===== config.mk =====
export PLATFORM = sky130hd
export DESIGN_NAME = command_frame_encoder_unit
export DESIGN_NICKNAME = d
export VERILOG_FILES = /design/src/design/cfe_pkg.sv /design/src/design/cfe_code_lane.sv /design/src/design/cfe_frame_out.sv /design/src/design/command_frame_encoder_unit.sv
export SDC_FILE = /design/constraint.sdc
export NUM_CORES = 1
export LEC_CHECK = 0
export ABC_AREA = 1
export BUFFER_PORTS_ARGS = -buffer_cell sky130_fd_sc_hd__buf_2
export CAP_MARGIN = 20
export CORE_ASPECT_RATIO = 1.1
export CORE_UTILIZATION = 63
export CTS_BUF_LIST = sky130_fd_sc_hd__clkbuf_16
export CTS_CLUSTER_SIZE = 25
export DETAILED_ROUTE_END_ITERATION = 10
export GPL_TIMING_DRIVEN = 0
export PLACE_DENSITY = 0.81
export SLEW_MARGIN = 20
export SYNTH_ARGS = -nofsm -noshare
export SYNTH_HDL_FRONTEND = slang
export SYNTH_SLANG_ARGS = --single-unit

===== constraint.sdc =====
create_clock -name clk -period 4.4 [get_ports clk]
set_clock_uncertainty 0.1 [all_clocks]
set_input_delay 0.22 -clock clk [delete_from_list [all_inputs] [get_ports clk]]
set_output_delay 0.22 -clock clk [all_outputs]
set_load 0.05 [all_outputs]

===== src/design/cfe_pkg.sv =====
`timescale 1ns / 1ps

package cfe_pkg;

	// frame shape defaults
	localparam int ANGLE_REPEATS_DEF   = 2;
	localparam int SPEED_REPEATS_DEF   = 2;
	localparam int PREAMBLE_LENGTH_DEF = 9;
	localparam int SPLIT_LENGTH        = 9;

	// field widths
	localparam int VALUE_W  = 12;
	localparam int MODE_W   = 2;
	localparam int WORD_W   = 16;
	localparam int CODE_W   = 6;
	localparam int BYTE_W   = 8;
	localparam int CFG_IDX_W  = 3;
	localparam int CFG_DATA_W = 11;

	// speed word constants
	localparam logic [WORD_W-1:0] DISABLED_WORD = 16'd777;
	localparam logic [WORD_W-1:0] DIRECT_OFFSET = 16'd900;
	localparam int                SIGN_POS      = 10;

	// speed modes
	localparam logic [MODE_W-1:0] MODE_NORMAL = 2'd0;
	localparam logic [MODE_W-1:0] MODE_DIRECT = 2'd1;

	// register indexes
	localparam logic [CFG_IDX_W-1:0] REG_SPEED_SCALE = 3'd0;
	localparam logic [CFG_IDX_W-1:0] REG_SPEED_LIMIT = 3'd1;
	localparam logic [CFG_IDX_W-1:0] REG_ANGLE_LIMIT = 3'd2;
	localparam logic [CFG_IDX_W-1:0] REG_CRC_START   = 3'd3;
	localparam logic [CFG_IDX_W-1:0] REG_PREAMBLE    = 3'd4;
	localparam logic [CFG_IDX_W-1:0] REG_GROUP_START = 3'd5;
	localparam logic [CFG_IDX_W-1:0] REG_SPLIT       = 3'd6;

	// register reset values
	localparam logic [4:0]  SPEED_SCALE_RST = 5'd5;
	localparam logic [10:0] SPEED_LIMIT_RST = 11'd1000;
	localparam logic [10:0] ANGLE_LIMIT_RST = 11'd1023;
	localparam logic [7:0]  CRC_START_RST   = 8'd0;
	localparam logic [7:0]  PREAMBLE_RST    = 8'd255;
	localparam logic [7:0]  GROUP_START_RST = 8'd128;
	localparam logic [7:0]  SPLIT_RST       = 8'd254;

	typedef logic [CODE_W-1:0] code_byte_t;
	typedef code_byte_t [3:0] code_set_t;

	typedef struct packed {
		logic [4:0]  speed_scale;
		logic [10:0] speed_limit;
		logic [10:0] angle_limit;
		logic [7:0]  crc_start;
		logic [7:0]  preamble_byte;
		logic [7:0]  group_start_byte;
		logic [7:0]  split_byte;
	} cfg_t;

endpackage


===== src/design/cfe_code_lane.sv =====
`timescale 1ns / 1ps

module cfe_code_lane (
	input  logic                         clk,
	input  logic                         en,
	input  logic [cfe_pkg::WORD_W-1:0]   word,
	input  logic [7:0]                   crc_start,
	output cfe_pkg::code_set_t           codes_s3
);
	import cfe_pkg::*;

	// crc-8, poly 0x07, msb first, one byte
	function automatic logic [7:0] crc_byte(input logic [7:0] crc_in, input logic [7:0] b);
		logic [7:0] c;
		c = crc_in ^ b;
		for (int k = 0; k < 8; k++) begin
			c = c[7] ? ({c[6:0], 1'b0} ^ 8'h07) : {c[6:0], 1'b0};
		end
		return c;
	endfunction

	// hamming(15,11): parity at 0, 1, 3, 7
	function automatic logic [14:0] hamming15(input logic [10:0] d);
		logic [14:0] c;
		c = '0;
		c[2]    = d[0];
		c[6:4]  = d[3:1];
		c[14:8] = d[10:4];
		c[0] = c[2] ^ c[4] ^ c[6] ^ c[8] ^ c[10] ^ c[12] ^ c[14];
		c[1] = c[2] ^ c[5] ^ c[6] ^ c[9] ^ c[10] ^ c[13] ^ c[14];
		c[3] = c[4] ^ c[5] ^ c[6] ^ c[11] ^ c[12] ^ c[13] ^ c[14];
		c[7] = c[8] ^ c[9] ^ c[10] ^ c[11] ^ c[12] ^ c[13] ^ c[14];
		return c;
	endfunction

	logic [7:0]  crc;
	logic [14:0] h;

	// check bits of the word
	always_comb begin
		crc = crc_byte(crc_byte(crc_start, word[15:8]), word[7:0]);
		h   = hamming15(word[10:0]);
	end

	// pack into four 6-bit code bytes
	always_ff @(posedge clk) begin
		if (en) begin
			codes_s3[0] <= h[14:9];
			codes_s3[1] <= h[8:3];
			codes_s3[2] <= {h[2:0], crc[7], crc[7], crc[6]};
			codes_s3[3] <= crc[5:0];
		end
	end

endmodule


===== src/design/cfe_frame_out.sv =====
`timescale 1ns / 1ps

module cfe_frame_out #(
	parameter int ANGLE_REPEATS   = cfe_pkg::ANGLE_REPEATS_DEF,
	parameter int SPEED_REPEATS   = cfe_pkg::SPEED_REPEATS_DEF,
	parameter int PREAMBLE_LENGTH = cfe_pkg::PREAMBLE_LENGTH_DEF
) (
	input  logic               clk,
	input  logic               arst_n,
	input  logic               load,
	output logic               can_load,
	input  cfe_pkg::code_set_t angle_codes,
	input  cfe_pkg::code_set_t speed_codes,
	input  logic [7:0]         preamble_byte,
	input  logic [7:0]         group_start_byte,
	input  logic [7:0]         split_byte,
	output logic               m_tvalid,
	input  logic               m_tready,
	output logic [7:0]         m_tdata,   // frame_byte [7:0]
	output logic               m_tlast
);
	import cfe_pkg::*;

	typedef enum logic [3:0] {
		SEG_PRE = 4'b0001,
		SEG_ANG = 4'b0010,
		SEG_SPL = 4'b0100,
		SEG_SPD = 4'b1000
	} seg_t;

	seg_t       seg_q;
	logic       busy_q;
	logic [3:0] cnt_q;
	logic [2:0] idx_q;
	logic [1:0] rep_q;
	code_set_t  acode_q;
	code_set_t  scode_q;
	code_set_t  cur_codes;
	logic       fire;

	assign m_tvalid = busy_q;
	assign fire     = busy_q && m_tready;
	assign m_tlast  = (seg_q == SEG_SPD) && (rep_q == 2'(SPEED_REPEATS)) && (idx_q == 3'd4);
	assign can_load = !busy_q || (fire && m_tlast);

	// byte select for the current position
	always_comb begin
		cur_codes = (seg_q == SEG_ANG) ? acode_q : scode_q;
		case (seg_q)
			SEG_PRE: m_tdata = preamble_byte;
			SEG_SPL: m_tdata = split_byte;
			default: begin
				case (idx_q)
					3'd1:    m_tdata = {2'b00, cur_codes[0]};
					3'd2:    m_tdata = {2'b00, cur_codes[1]};
					3'd3:    m_tdata = {2'b00, cur_codes[2]};
					3'd4:    m_tdata = {2'b00, cur_codes[3]};
					default: m_tdata = group_start_byte;
				endcase
			end
		endcase
	end

	// code words of the frame being sent
	always_ff @(posedge clk) begin
		if (load && can_load) begin
			acode_q <= angle_codes;
			scode_q <= speed_codes;
		end
	end

	// position counters
	always_ff @(posedge clk or negedge arst_n) begin
		if (!arst_n) begin
			busy_q <= 1'b0;
			seg_q  <= SEG_PRE;
			cnt_q  <= '0;
			idx_q  <= '0;
			rep_q  <= '0;
		end else if (load && can_load) begin
			busy_q <= 1'b1;
			seg_q  <= SEG_PRE;
			cnt_q  <= '0;
			idx_q  <= '0;
			rep_q  <= '0;
		end else if (fire) begin
			case (seg_q)
				SEG_PRE: begin
					if (cnt_q == 4'(PREAMBLE_LENGTH - 1)) begin
						seg_q <= SEG_ANG;
						cnt_q <= '0;
					end else begin
						cnt_q <= cnt_q + 4'd1;
					end
				end
				SEG_ANG: begin
					if (idx_q == 3'd4) begin
						idx_q <= '0;
						if (rep_q == 2'(ANGLE_REPEATS)) begin
							seg_q <= SEG_SPL;
							rep_q <= '0;
						end else begin
							rep_q <= rep_q + 2'd1;
						end
					end else begin
						idx_q <= idx_q + 3'd1;
					end
				end
				SEG_SPL: begin
					if (cnt_q == 4'(SPLIT_LENGTH - 1)) begin
						seg_q <= SEG_SPD;
						cnt_q <= '0;
					end else begin
						cnt_q <= cnt_q + 4'd1;
					end
				end
				default: begin
					if (idx_q == 3'd4) begin
						idx_q <= '0;
						if (rep_q == 2'(SPEED_REPEATS)) begin
							busy_q <= 1'b0;
							rep_q  <= '0;
						end else begin
							rep_q <= rep_q + 2'd1;
						end
					end else begin
						idx_q <= idx_q + 3'd1;
					end
				end
			endcase
		end
	end

endmodule


===== src/design/command_frame_encoder_unit.sv =====
`timescale 1ns / 1ps
// Command frame encoder: one speed/angle command in, one byte frame out.
// Input channel s_*: one word per command (speed value, angle value, speed mode).
// Output channel m_*: the frame, one byte per word, m_tlast on its final byte.
// Configuration: cfg_we writes cfg_data into register cfg_index at the clock edge;
// write only while no frame is pending or in flight.
// A frame has PREAMBLE_LENGTH + 9 + 5*(ANGLE_REPEATS+1) + 5*(SPEED_REPEATS+1)
// bytes, 48 at the defaults; the frame serializer sends one byte per cycle while
// m_tready is high and sets the throughput.
// A command passes the magnitude/scale stage, the word stage and two code lanes
// with CRC-8 and Hamming, then the serializer. Up to three further commands wait
// in the pipeline, so frames can follow each other back to back.
// When the receiver drops m_tready the current byte holds and the pipeline fills,
// after which s_tready goes low.
// Reset clears the pipeline and the serializer and loads the register defaults.
module command_frame_encoder_unit #(
	parameter int ANGLE_REPEATS   = cfe_pkg::ANGLE_REPEATS_DEF,
	parameter int SPEED_REPEATS   = cfe_pkg::SPEED_REPEATS_DEF,
	parameter int PREAMBLE_LENGTH = cfe_pkg::PREAMBLE_LENGTH_DEF
) (
	input  logic                              clk,
	input  logic                              arst_n,
	input  logic                              s_tvalid,
	output logic                              s_tready,
	input  logic [31:0]                       s_tdata,  // speed_value [11:0], angle_value [23:12],
	                                                    // speed_mode [25:24], zeros above
	output logic                              m_tvalid,
	input  logic                              m_tready,
	output logic [7:0]                        m_tdata,  // frame_byte [7:0]
	output logic                              m_tlast,
	input  logic                              cfg_we,
	input  logic [cfe_pkg::CFG_IDX_W-1:0]     cfg_index,
	input  logic [cfe_pkg::CFG_DATA_W-1:0]    cfg_data
);
	import cfe_pkg::*;

	cfg_t cfg_q;

	logic               v_s1, v_s2, v_s3;
	logic               adv1, adv2, adv3, rdy2, rdy3, can_load;
	logic [VALUE_W-1:0] speed_in, angle_in, smag, amag;
	logic [MODE_W-1:0]  mode_in;
	logic [16:0]        prod;

	logic [WORD_W-1:0]  prod_s1;
	logic [VALUE_W-1:0] amag_s1;
	logic               sneg_s1, aneg_s1;
	logic [MODE_W-1:0]  mode_s1;

	logic [WORD_W-1:0]  sword, aword, sword_s2, aword_s2;
	code_set_t          scode_s3, acode_s3;

	// configuration registers
	always_ff @(posedge clk or negedge arst_n) begin
		if (!arst_n) begin
			cfg_q.speed_scale      <= SPEED_SCALE_RST;
			cfg_q.speed_limit      <= SPEED_LIMIT_RST;
			cfg_q.angle_limit      <= ANGLE_LIMIT_RST;
			cfg_q.crc_start        <= CRC_START_RST;
			cfg_q.preamble_byte    <= PREAMBLE_RST;
			cfg_q.group_start_byte <= GROUP_START_RST;
			cfg_q.split_byte       <= SPLIT_RST;
		end else if (cfg_we) begin
			case (cfg_index)
				REG_SPEED_SCALE: cfg_q.speed_scale      <= cfg_data[4:0];
				REG_SPEED_LIMIT: cfg_q.speed_limit      <= cfg_data;
				REG_ANGLE_LIMIT: cfg_q.angle_limit      <= cfg_data;
				REG_CRC_START:   cfg_q.crc_start        <= cfg_data[7:0];
				REG_PREAMBLE:    cfg_q.preamble_byte    <= cfg_data[7:0];
				REG_GROUP_START: cfg_q.group_start_byte <= cfg_data[7:0];
				REG_SPLIT:       cfg_q.split_byte       <= cfg_data[7:0];
				default: ;
			endcase
		end
	end

	// pipeline handshake
	assign rdy3     = !v_s3 || can_load;
	assign adv3     = v_s2 && rdy3;
	assign rdy2     = !v_s2 || adv3;
	assign adv2     = v_s1 && rdy2;
	assign s_tready = !v_s1 || adv2;
	assign adv1     = s_tvalid && s_tready;

	always_ff @(posedge clk or negedge arst_n) begin
		if (!arst_n) begin
			v_s1 <= 1'b0;
			v_s2 <= 1'b0;
			v_s3 <= 1'b0;
		end else begin
			if (adv1)      v_s1 <= 1'b1;
			else if (adv2) v_s1 <= 1'b0;
			if (adv2)      v_s2 <= 1'b1;
			else if (adv3) v_s2 <= 1'b0;
			if (adv3)          v_s3 <= 1'b1;
			else if (can_load) v_s3 <= 1'b0;
		end
	end

	// stage 1: magnitudes and scaled speed
	always_comb begin
		speed_in = s_tdata[11:0];
		angle_in = s_tdata[23:12];
		mode_in  = s_tdata[25:24];
		smag     = speed_in[VALUE_W-1] ? (~speed_in + 12'd1) : speed_in;
		amag     = angle_in[VALUE_W-1] ? (~angle_in + 12'd1) : angle_in;
		prod     = 17'(cfg_q.speed_scale) * 17'(smag);
	end

	always_ff @(posedge clk) begin
		if (adv1) begin
			prod_s1 <= prod[15:0];
			sneg_s1 <= speed_in[VALUE_W-1];
			aneg_s1 <= angle_in[VALUE_W-1];
			amag_s1 <= amag;
			mode_s1 <= mode_in;
		end
	end

	// stage 2: speed and angle words
	always_comb begin
		case (mode_s1)
			MODE_NORMAL: begin
				sword = (prod_s1 > 16'(cfg_q.speed_limit)) ? 16'(cfg_q.speed_limit) : prod_s1;
				sword[SIGN_POS] = sword[SIGN_POS] | sneg_s1;
			end
			MODE_DIRECT: begin
				sword = prod_s1 + DIRECT_OFFSET;
				sword[SIGN_POS] = sword[SIGN_POS] | sneg_s1;
			end
			default: sword = DISABLED_WORD;
		endcase
		aword = (amag_s1 > 12'(cfg_q.angle_limit)) ? 16'(cfg_q.angle_limit) : 16'(amag_s1);
		aword[SIGN_POS] = aword[SIGN_POS] | aneg_s1;
	end

	always_ff @(posedge clk) begin
		if (adv2) begin
			sword_s2 <= sword;
			aword_s2 <= aword;
		end
	end

	// stage 3: code lanes, one per word
	cfe_code_lane u_speed_lane (
		.clk       (clk),
		.en        (adv3),
		.word      (sword_s2),
		.crc_start (cfg_q.crc_start),
		.codes_s3  (scode_s3)
	);

	cfe_code_lane u_angle_lane (
		.clk       (clk),
		.en        (adv3),
		.word      (aword_s2),
		.crc_start (cfg_q.crc_start),
		.codes_s3  (acode_s3)
	);

	// merge both lanes into the byte frame
	cfe_frame_out #(
		.ANGLE_REPEATS   (ANGLE_REPEATS),
		.SPEED_REPEATS   (SPEED_REPEATS),
		.PREAMBLE_LENGTH (PREAMBLE_LENGTH)
	) u_frame_out (
		.clk              (clk),
		.arst_n           (arst_n),
		.load             (v_s3),
		.can_load         (can_load),
		.angle_codes      (acode_s3),
		.speed_codes      (scode_s3),
		.preamble_byte    (cfg_q.preamble_byte),
		.group_start_byte (cfg_q.group_start_byte),
		.split_byte       (cfg_q.split_byte),
		.m_tvalid         (m_tvalid),
		.m_tready         (m_tready),
		.m_tdata          (m_tdata),
		.m_tlast          (m_tlast)
	);

endmodule


==> results.tsv <==
metric	value	unit
status	finished, final reports clean	
synth-main-ff-cell	edfxtp_1	
cellPowerDensity	712.0	nW/µm²
cts_buffer_depth	3	
grt_use_met2	50.17	%
cap_violations	0	
critPathMaxStageDelay	0.61	ns
synth-edff-count	152	
yosysSeqAreaShare	48.39	%
area_delta_synth_final	13.87	%
filler_cell_count	1518	
p_leak	7.133	nW
fin_nets	1751	
hold_end	amag_s1[2]	
busiest_layer	met2	
yosys_register_bits	228	
antenna_found_initial	0	
drt_first_pass_iters	5	
crit_path_start_kind	flop	
die_w	141.3	µm
layout_setup_ws	0.1725	ns
vias_per_cell	5.357	
gp_congestion	0.8967	
yosys-top-cells-area	edfxtp_1 (34%), nand2_1 (11%), dfrtp_1 (7.6%)	
dp_hpwl	21480	µm
stdcell_area	15320	µm²
timing.rr.start	cfg_q[56]	
endpoint_kind	flop	
cp_cell_sequence	clkinvlp_4 -> buf_4 -> nor2_1 -> fa_1 -> fa_1 -> inv_1 -> fa_1 -> inv_1 -> ha_1 -> nand2_1 -> a21oi_1 -> a211oi_1 -> nand3_1 -> xor2_1	
yosysTopAreaCell	edfxtp_1	
hp-class	input pin to flop	
synth_nets	1640	
slew_headroom	31.83	%
min_from	s_tdata[14]	
vias	10270	
whs_path_depth	4	
cp_max_fo	7	
detail_route.wirelength	28600	µm
grt_max_degree	57	
yosysMostFrequentCell	nand2_1	
coreArea	20780	µm²
cts_sinks	228	
ir_drop	0.3623	mV
p_clk_share	18.9	%
seqPwrFrac	34.4	%
gr-total-overflow	0	
reg2reg_slack	0.17	ns
num_antenna_cells	0	
ant_nets	0	
drc_errors	0	
grt_pass1_wl	47200	µm
clk_pin_slew	0.06	ns
die_height	155.3	µm
cts_root_buffer	clkbuf_16	
synth_cell_types	45	
period_needed	4.228	ns
portBuffers	55	
pre_cts_slack	-0.4611	ns
async_flop_share	33.33	%
p_int	6.398	mW
cp.arrival	4.38	ns
hold_viol	0	
p_sw	4.511	mW
track_usage	27.15	%
rr_worst_depth	14	
final.period_utilization	96.08	%
met1_usage	32.03	%
avgRoutedWirePerCell	14.91	µm
syn_inst	1504	
pin_count	62	
cp_common_cell	fa_1	
tightest_slew	1.021	ns
drive_gt1_share	11.57	%
clk_latency	0.51	ns
use_met3	3.170	%
h-tree-depth	1	
syn_avg_cell_area	8.946	µm²
place_area	14180	µm²
slowest_stage	dfstp_2	
comb_power_share	46.7	%
r2r-end	prod_s1[14]	
setup_viol	0	
crit_type	flop to flop	
syn-cell-area	13450	µm²
max_clock_freq	0.2365	GHz
grt_pass1_vias	10090	
critical_path_required	4.55	ns
die-area	21950	µm²
switching_share	41.35	%
drv_slew	0	
synth_common_cells	nand2_1 (400), inv_1 (210), edfxtp_1 (152)	
drt_iter0_markers	662	
cts_tree	built	
start_util	64.74	%
synth_top_area_share	33.93	%
post-route-util	73.71	%
ys_warn_count	0	
cts_made_buffers	24	
core.rowCount	55	
[repair_timing]
action,in CTS,in global routing
setup endpoints to repair,0,7
hold buffers,18,0
hold endpoints to repair,69,0
buffers inserted,0,8
resized for setup,0,17
[worst max-delay path, delay by kind of cell, from the launching register on]
| family | cells | cell delay, ns |
|---|---|---|
| and+or+nand+nor | 3 | 0.41 |
| AOI/OAI and AO/OA | 2 | 0.29 |
| xor gates and xnor gates | 1 | 0.17 |
| adders and majority gates | 4 | 1.90 |
| DFF | 1 | 0.61 |
| buffers and inverters | 4 | 0.49 |
[logic make-up (layout without fill, tap and decap cells)]
logic type	Yosys count	after routing	share of synthesized area [%]
AO/OA/AOI/OAI	173	173	7.031
XOR/XNOR	115	115	7.858
adder cells (fa/ha/maj)	85	85	9.523
buffers and inverters	245	374	7.105
flip-flops	228	228	48.39
other	1	1	0.02787
AND/OR/NAND/NOR	657	657	20.07
[power by group through the flow]
stage	Sequential, mW	Combinational (mW)	Clock, mW
4_1_cts	3.74	5.02	2.09
3_3_place_gp	3.77	4.70	0
2_1_floorplan	3.65	3.81	0
3_5_place_dp	3.78	4.94	0
6_report	3.75	5.09	2.07
5_1_grt	3.81	5.70	2.18
[cell type report]
class	instances	area, µm²	share of cell area, %
Buffer	27	137.6	0.8984
Clock buffer	25	625.6	4.084
Clock inverter	19	200.2	1.307
Inverter	218	829.5	5.415
Multi-Input combinational cell	1031	6052	39.51
Sequential cell	228	6510	42.49
Tap cell	285	356.6	2.328
Timing Repair Buffer	85	608.1	3.969
[cell usage in the layout (no fill, tap or decap), types with 5 or more instances in the layout]
| cell type | synthesis | layout |
|---|---|---|
| edfxtp_1 | 152 | 152 |
| nand3_1 | 87 | 87 |
| buf_4 | 1 | 10 |
| clkinv_1 | 7 | 6 |
| a21o_1 | 6 | 6 |
| xor2_1 | 58 | 58 |
| clkbuf_1 | 17 | 17 |
| xnor2_1 | 52 | 52 |
| buf_2 | 6 | 59 |
| ha_1 | 56 | 53 |
| nand2_2 | 10 | 11 |
| a21oi_1 | 36 | 34 |
| o21bai_1 | 5 | 5 |
| dlygate4sd3_1 | 0 | 18 |
| clkbuf_16 | 0 | 25 |
| dfstp_2 | 35 | 35 |
| nand2_1 | 400 | 399 |
| fa_1 | 29 | 29 |
| nor2_2 | 3 | 5 |
| a31oi_1 | 6 | 5 |
| nor3_1 | 8 | 8 |
| clkinvlp_4 | 0 | 6 |
| o21ai_0 | 107 | 106 |
| nor2_1 | 122 | 119 |
| nand4_1 | 16 | 16 |
| inv_1 | 210 | 213 |
| dfrtp_1 | 41 | 41 |
[state kept, by name (all words and copies together), names as in the netlist, 2 cells and up]
| register | cells |
|---|---|
| cfg_q | 59 |
| u_angle_lane.codes_s3 | 23 |
| u_frame_out.acode_q | 23 |
| u_frame_out.scode_q | 23 |
| u_speed_lane.codes_s3 | 23 |
| prod_s1 | 16 |
| sword_s2 | 16 |
| amag_s1 | 12 |
| aword_s2 | 12 |
| u_frame_out.cnt_q | 4 |
| u_frame_out.seg_q | 4 |
| u_frame_out.idx_q | 3 |
| mode_s1 | 2 |
| u_frame_out.rep_q | 2 |
[worst max-delay path by stage]
stage	end	cells after the start	from
floorplan	prod_s1[13]	25	s_tdata[0]
global placement	prod_s1[13]	26	s_tdata[0]
detailed placement	prod_s1[13]	26	s_tdata[0]
CTS	prod_s1[13]	18	cfg_q[56]
global route	prod_s1[14]	24	s_tdata[0]
finish	prod_s1[14]	14	cfg_q[56]
[per-stage QoR]
stage	hold slack, ns	TNS (ns)	cells	power, mW
2_1_floorplan	-0.1756	0	1504	7.463
3_3_place_gp	0.3009	-2.007	1844	8.475
3_5_place_dp	0.03315	-2.316	1848	8.725
4_1_cts	0.01251	0	1910	10.85
5_1_grt	0.04450	-0.03103	1918	11.69
6_report	0.03126	0	1918	10.91
[routing by layer]
metal  wire length (µm)  share of wire [%]
met5                  0                  0
met4               1079                3.8
met3               1139                4.0
met2              14740                 52
met1              11640                 41
Power figures use the tool's default switching activity.
